## src/rtl/sat_pkg.sv

```systemverilog
// ----------------------------------------------------------------------------
// sat_pkg
// Shared types and constants for the summed-area table stream.
// ----------------------------------------------------------------------------
package sat_pkg;

    localparam int LUMA_W = 16;
    localparam int SAT_W  = 36;
    localparam int CFG_W  = 11;
    localparam int IDX_W  = 1;

    localparam logic [IDX_W-1:0] REG_IMAGE_WIDTH  = 1'b0;
    localparam logic [IDX_W-1:0] REG_IMAGE_HEIGHT = 1'b1;

    localparam logic [CFG_W-1:0] CFG_SIZE_RESET = 11'd1024;

    typedef struct packed {
        logic [LUMA_W-1:0] luma_sample;
        logic              start_of_frame;
    } sat_in_t;

    typedef struct packed {
        logic [SAT_W-1:0] sat_value;
        logic             end_of_frame;
    } sat_out_t;

    typedef struct packed {
        logic row_zero;
        logic end_of_frame;
    } sat_flags_t;

endpackage

```

## src/rtl/sat_pos.sv

```systemverilog
// ----------------------------------------------------------------------------
// sat_pos
// Size registers, raster position counters and the row running sum.
// ----------------------------------------------------------------------------
module sat_pos
    import sat_pkg::*;
#(
    parameter int MAX_WIDTH  = 1024,
    parameter int MAX_HEIGHT = 1024,
    parameter int COL_W      = 10,
    parameter int ROW_W      = 10,
    parameter int SMP_W      = 16,
    parameter int RUN_W      = 26
)
(
    input  logic             clk,
    input  logic             rst_n,
    input  logic             cfg_we,
    input  logic [IDX_W-1:0] cfg_index,
    input  logic [CFG_W-1:0] cfg_data,
    input  logic             in_fire,
    input  sat_in_t          in_data,
    output logic [COL_W-1:0] col,
    output logic [RUN_W-1:0] run,
    output sat_flags_t       flags
);

    localparam int WD_W = CFG_W + COL_W + 1;
    localparam int HD_W = CFG_W + ROW_W + 1;

    logic [CFG_W-1:0] width_reg, width_next;
    logic [CFG_W-1:0] height_reg, height_next;
    logic [COL_W-1:0] col_reg, col_next;
    logic [ROW_W-1:0] row_reg, row_next;
    logic [RUN_W-1:0] run_reg, run_next;

    logic [WD_W-1:0] w_ext, w_eff, w_last;
    logic [HD_W-1:0] h_ext, h_eff, h_last;
    logic [COL_W-1:0] cur_col;
    logic [ROW_W-1:0] cur_row;
    logic [RUN_W-1:0] cur_run;
    logic             last_col, last_row;

    always_comb
    begin
        width_next  = width_reg;
        height_next = height_reg;
        if (cfg_we)
        begin
            case (cfg_index)
                REG_IMAGE_WIDTH:  width_next  = cfg_data;
                REG_IMAGE_HEIGHT: height_next = cfg_data;
                default:          ;
            endcase
        end
    end

    always_comb
    begin
        w_ext = {{(WD_W-CFG_W){1'b0}}, width_reg};
        h_ext = {{(HD_W-CFG_W){1'b0}}, height_reg};
        if (w_ext == '0)
            w_eff = WD_W'(1);
        else if (w_ext > WD_W'(MAX_WIDTH))
            w_eff = WD_W'(MAX_WIDTH);
        else
            w_eff = w_ext;
        if (h_ext == '0)
            h_eff = HD_W'(1);
        else if (h_ext > HD_W'(MAX_HEIGHT))
            h_eff = HD_W'(MAX_HEIGHT);
        else
            h_eff = h_ext;
        w_last = w_eff - WD_W'(1);
        h_last = h_eff - HD_W'(1);
    end

    always_comb
    begin
        cur_col  = in_data.start_of_frame ? '0 : col_reg;
        cur_row  = in_data.start_of_frame ? '0 : row_reg;
        cur_run  = (in_data.start_of_frame ? '0 : run_reg)
                 + {{(RUN_W-SMP_W){1'b0}}, in_data.luma_sample[SMP_W-1:0]};
        last_col = {{(WD_W-COL_W){1'b0}}, cur_col} >= w_last;
        last_row = {{(HD_W-ROW_W){1'b0}}, cur_row} >= h_last;

        col_next = col_reg;
        row_next = row_reg;
        run_next = run_reg;
        if (in_fire)
        begin
            if (last_col)
            begin
                col_next = '0;
                run_next = '0;
                row_next = last_row ? '0 : cur_row + ROW_W'(1);
            end
            else
            begin
                col_next = cur_col + COL_W'(1);
                row_next = cur_row;
                run_next = cur_run;
            end
        end
    end

    assign col                = cur_col;
    assign run                = cur_run;
    assign flags.row_zero     = (cur_row == '0);
    assign flags.end_of_frame = last_col && last_row;

    always_ff @(posedge clk or negedge rst_n)
    begin
        if (!rst_n)
        begin
            width_reg  <= CFG_SIZE_RESET;
            height_reg <= CFG_SIZE_RESET;
            col_reg    <= '0;
            row_reg    <= '0;
            run_reg    <= '0;
        end
        else
        begin
            width_reg  <= width_next;
            height_reg <= height_next;
            col_reg    <= col_next;
            row_reg    <= row_next;
            run_reg    <= run_next;
        end
    end

endmodule

```

## config.mk

```make
export PLATFORM = sky130hd
export DESIGN_NAME = sat_pos
export DESIGN_NICKNAME = d
export VERILOG_FILES = /design/src/rtl/sat_pkg.sv /design/src/rtl/sat_pos.sv
export SDC_FILE = /design/constraint.sdc
export NUM_CORES = 1
export LEC_CHECK = 0
export BUFFER_PORTS_ARGS = -buffer_cell sky130_fd_sc_hd__buf_2
export CAP_MARGIN = 15
export CORE_ASPECT_RATIO = 0.9
export CORE_UTILIZATION = 54
export CTS_CLUSTER_DIAMETER = 40
export DETAILED_ROUTE_END_ITERATION = 6
export GPL_TIMING_DRIVEN = 0
export MAX_ROUTING_LAYER = met4
export PLACE_DENSITY_LB_ADDON = 0.3
export SYNTH_ARGS = -nofsm -noshare
export SYNTH_HDL_FRONTEND = slang
export SYNTH_SLANG_ARGS = --single-unit
```

## constraint.sdc

```tcl
create_clock -name clk -period 12 [get_ports clk]
set_input_delay 3 -clock clk [delete_from_list [all_inputs] [get_ports clk]]
set_output_delay 3 -clock clk [all_outputs]
set_load 0.05 [all_outputs]
```

==> summary.txt <==
Post-synth EDFFs - 0
Drt first-iter violations - 335
Critical path class - in2out
Min Tclk post-route - 10.32 ns
Synth cell types - 68
Async SR Flop Fraction - 100.0%
P&R area growth vs syn - 14.22%
Worst skew pair latency - 0.36 ns
Fmax - 0.09690 GHz
CTS clk-pin slew, worst paths - 0.08 ns
Sequential area share after synthesis - 31.90%
Crit-path max FO - 10
Syn_nets - 689
CP dominant cell by count - buf_2
# port buffers - 70
Largest net degree at the start of global routing - 69
I/O Pins - 71
Vias in the first global route - 4566
Cells after DPL - 810
Antenna violations before repair - 0
Hold depth - 2
Setup violations, final - 0
DRC Markers - 0
Max_cap viols - 0
Largest register FFs - 26
Die W - 106.8 µm
Nets@finish - 770
Vias per cell - 6.159
Run status - finished clean
Setup crit end kind - primary output
Crit path cell chain - buf_2 > clkbuf_1 > buf_1 > buf_2 > clkbuf_1 > nor2b_1 > ha_1 > inv_1 > fa_1 > nor2b_1 > o21ai_0 > o21ai_2 > a41oi_2 > o21a_1 > nor2_1 > xnor2_1 > buf_2
CP peak stage delay - 0.51 ns
Hold_buf cts - 0
Setup Skew - 0.007709 ns
Slew headroom - 40.17%
Gr usage total - 28.91%
Synth warnings - 0
Post-CTS Resized - 0
Initial Util - 55.33%
Static Leak - 2.741 nW
Grt total ovfl - 0
FF/Latch Area - 1704 µm²
RR Endpoint - run_reg[11]$_DFFE_PN0P_
Pins over their slew limit - 0
Clk sinks - 68
CTS root buffer - clkbuf_8
Clock Path Buffers - 2
Slowest cell on crit path - clkbuf_1
Via count - 5087
DP HPWL - 10.28 mm
Multi-input gate area - 3456 µm²
R2R Setup Slk - 7.13 ns
Ys flop type - dfrtp_1
VDD IR max - 0.09176 mV
Hold path startpoint - run_reg[1]$_DFFE_PN0P_
Layout Cells excl Fill - 826
Reg-to-Reg Start - width_reg[2]$_DFFE_PN0P_
Setup Buffers After CTS - 0
Routed len/inst - 17.12 µm
Worst path top cell family by delay - buffers and inverters
Crit path DAT - 7.32 ns
First-pass GRT wire length - 22.49 mm
Placement Rows - 34
Synth Instances - 614
Tcrit/Tclk final - 86.00%
Worst endpoint required time - 9.00 ns
Worst R2R Path Depth - 15
Pwr dens - 155.5 nW/µm²
Core Region - 9657 µm²
Fill cell count - 816
Hold/Removal Path Class - reg2reg
Hold Vio Cnt, Final - 0
WP buf/inv - 7
RSZ-0062 raised after global routing - false
TritonCTS clock tree - built
Mean area per synthesized cell - 8.701 µm²
Mapped cell area - 5343 µm²
Least-Margin Pin Slew - 0.8975 ns
Total CTS buffers - 9
Number of synthesized register bits - 68
H-tree depth - 3
ANT nets after route - 0
Final WL - 14.14 mm
Setup crit start kind - input port
DIE HEIGHT - 96.36 µm
Worst hold endpoint - run_reg[1]$_DFFE_PN0P_
Drt first pass iters - 5
Die Area - 10300 µm²
GPL Wtd Cong - 0.9356
Hold WS - 0.4798 ns
Layout cells sized above 1 - 18.00%
Total Neg Setup Slack - 0 ns
ANT cells - 0
[layout by cell type (no fill, tap or decap), types with 8 or more instances in the layout]
master / netlist / layout
a21o_1: 10 / 10
a21oi_1: 28 / 28
a22o_1: 10 / 10
a31oi_1: 8 / 8
buf_2: 5 / 74
clkbuf_1: 16 / 16
clkbuf_8: 0 / 10
dfrtp_1: 66 / 66
ha_1: 41 / 41
inv_1: 22 / 22
mux2_2: 21 / 21
nand2_1: 58 / 58
nand3_1: 16 / 16
nor2_1: 32 / 32
nor2b_1: 43 / 43
nor3_1: 26 / 26
nor4_1: 10 / 10
o21ai_0: 36 / 36
o2bb2ai_1: 16 / 16
or3_1: 11 / 11
xnor2_1: 19 / 19
xor2_1: 10 / 10
[worst register-to-register path: cells and delay by family (launching register included)]
kind	cells	cell delay (ns)
simple gates	6	2.07
compound gates	6	1.55
fa+ha+maj	2	0.54
flops	1	0.43
buf+inv	1	0.20
[stage by stage]
step	worst slack, ns	power, W	util [%]	cell area [µm²]
after floorplan	2.582	0.0006144	-	5343
after global placement	1.832	0.0006959	60.59	5851
after detailed placement	1.766	0.0007072	60.61	5853
after CTS	1.739	0.0009484	63.19	6102
after global routing	1.467	0.0009967	63.19	6102
final	1.680	0.0009491	63.19	6102
[how the worst max path moves through the flow]
stage                     cells after the start       to        from
after floorplan                              15  run[20]  in_data[0]
after global placement                       17  run[20]  in_data[0]
after detailed placement                     17  run[20]  in_data[0]
after CTS                                    17  run[20]  in_data[0]
after global routing                         17  run[20]  in_data[0]
final                                        17  run[20]  in_data[0]
[power by group]
part	leakage (nW)	total [W]	switching, W	internal [W]
Combinational	1.76	0.000405	0.000267	0.000138
Sequential	0.859	0.000303	0.0000364	0.000267
Clock	0.122	0.000241	0.0000976	0.000144
Total	2.74	0.000949	0.000401	0.000548
[routing by layer]
| layer | share of wire (%) | routed length [µm] | GRT usage [%] |
|---|---|---|---|
| met1 | 47 | 6622 | 39.10 |
| met2 | 46 | 6491 | 44.84 |
| met3 | 5.8 | 823 | 4.942 |
| met4 | 1.4 | 198 | 7.991 |
| met5 | 0 | 0 | - |
[cell families (layout without fill, tap and decap cells)]
kind of cell	count (synthesis)	after routing	synth area share, %
fa+ha+maj	42	42	9.977
xor+xnor	29	29	4.754
mux	27	27	5.550
simple gates	235	235	22.83
compound gates	166	166	21.57
buf+inv	47	133	3.419
flops	68	68	31.90
[cell usage after synthesis (all sizes together) (8+ instances only)]
cell | n | area [µm²]
o21ai | 40 | 207.7
nor2b | 43 | 269.0
a21oi | 29 | 148.9
a21o | 10 | 75.07
inv | 22 | 82.58
nor2 | 33 | 126.4
o2bb2ai | 16 | 140.1
a31oi | 8 | 50.05
mux2 | 21 | 236.5
xor2 | 10 | 87.58
nand3 | 16 | 80.08
buf | 8 | 36.28
ha | 41 | 513.0
dfrtp | 66 | 1652
a22o | 10 | 87.58
xnor2 | 19 | 166.4
nand2 | 59 | 224.0
nor3 | 26 | 130.1
clkbuf | 16 | 60.06
nor4 | 11 | 75.07
or3 | 11 | 68.82
[layout make-up]
type | instances | share of cell area (%)
Multi-Input combinational cell | 499 | 56.63
Clock inverter | 6 | 1.825
Clock buffer | 10 | 2.255
Timing Repair Buffer | 70 | 5.782
Tap cell | 126 | 2.584
Buffer | 24 | 1.579
Sequential cell | 68 | 27.93
Inverter | 23 | 1.415
(Power assumes the default switching activity.)
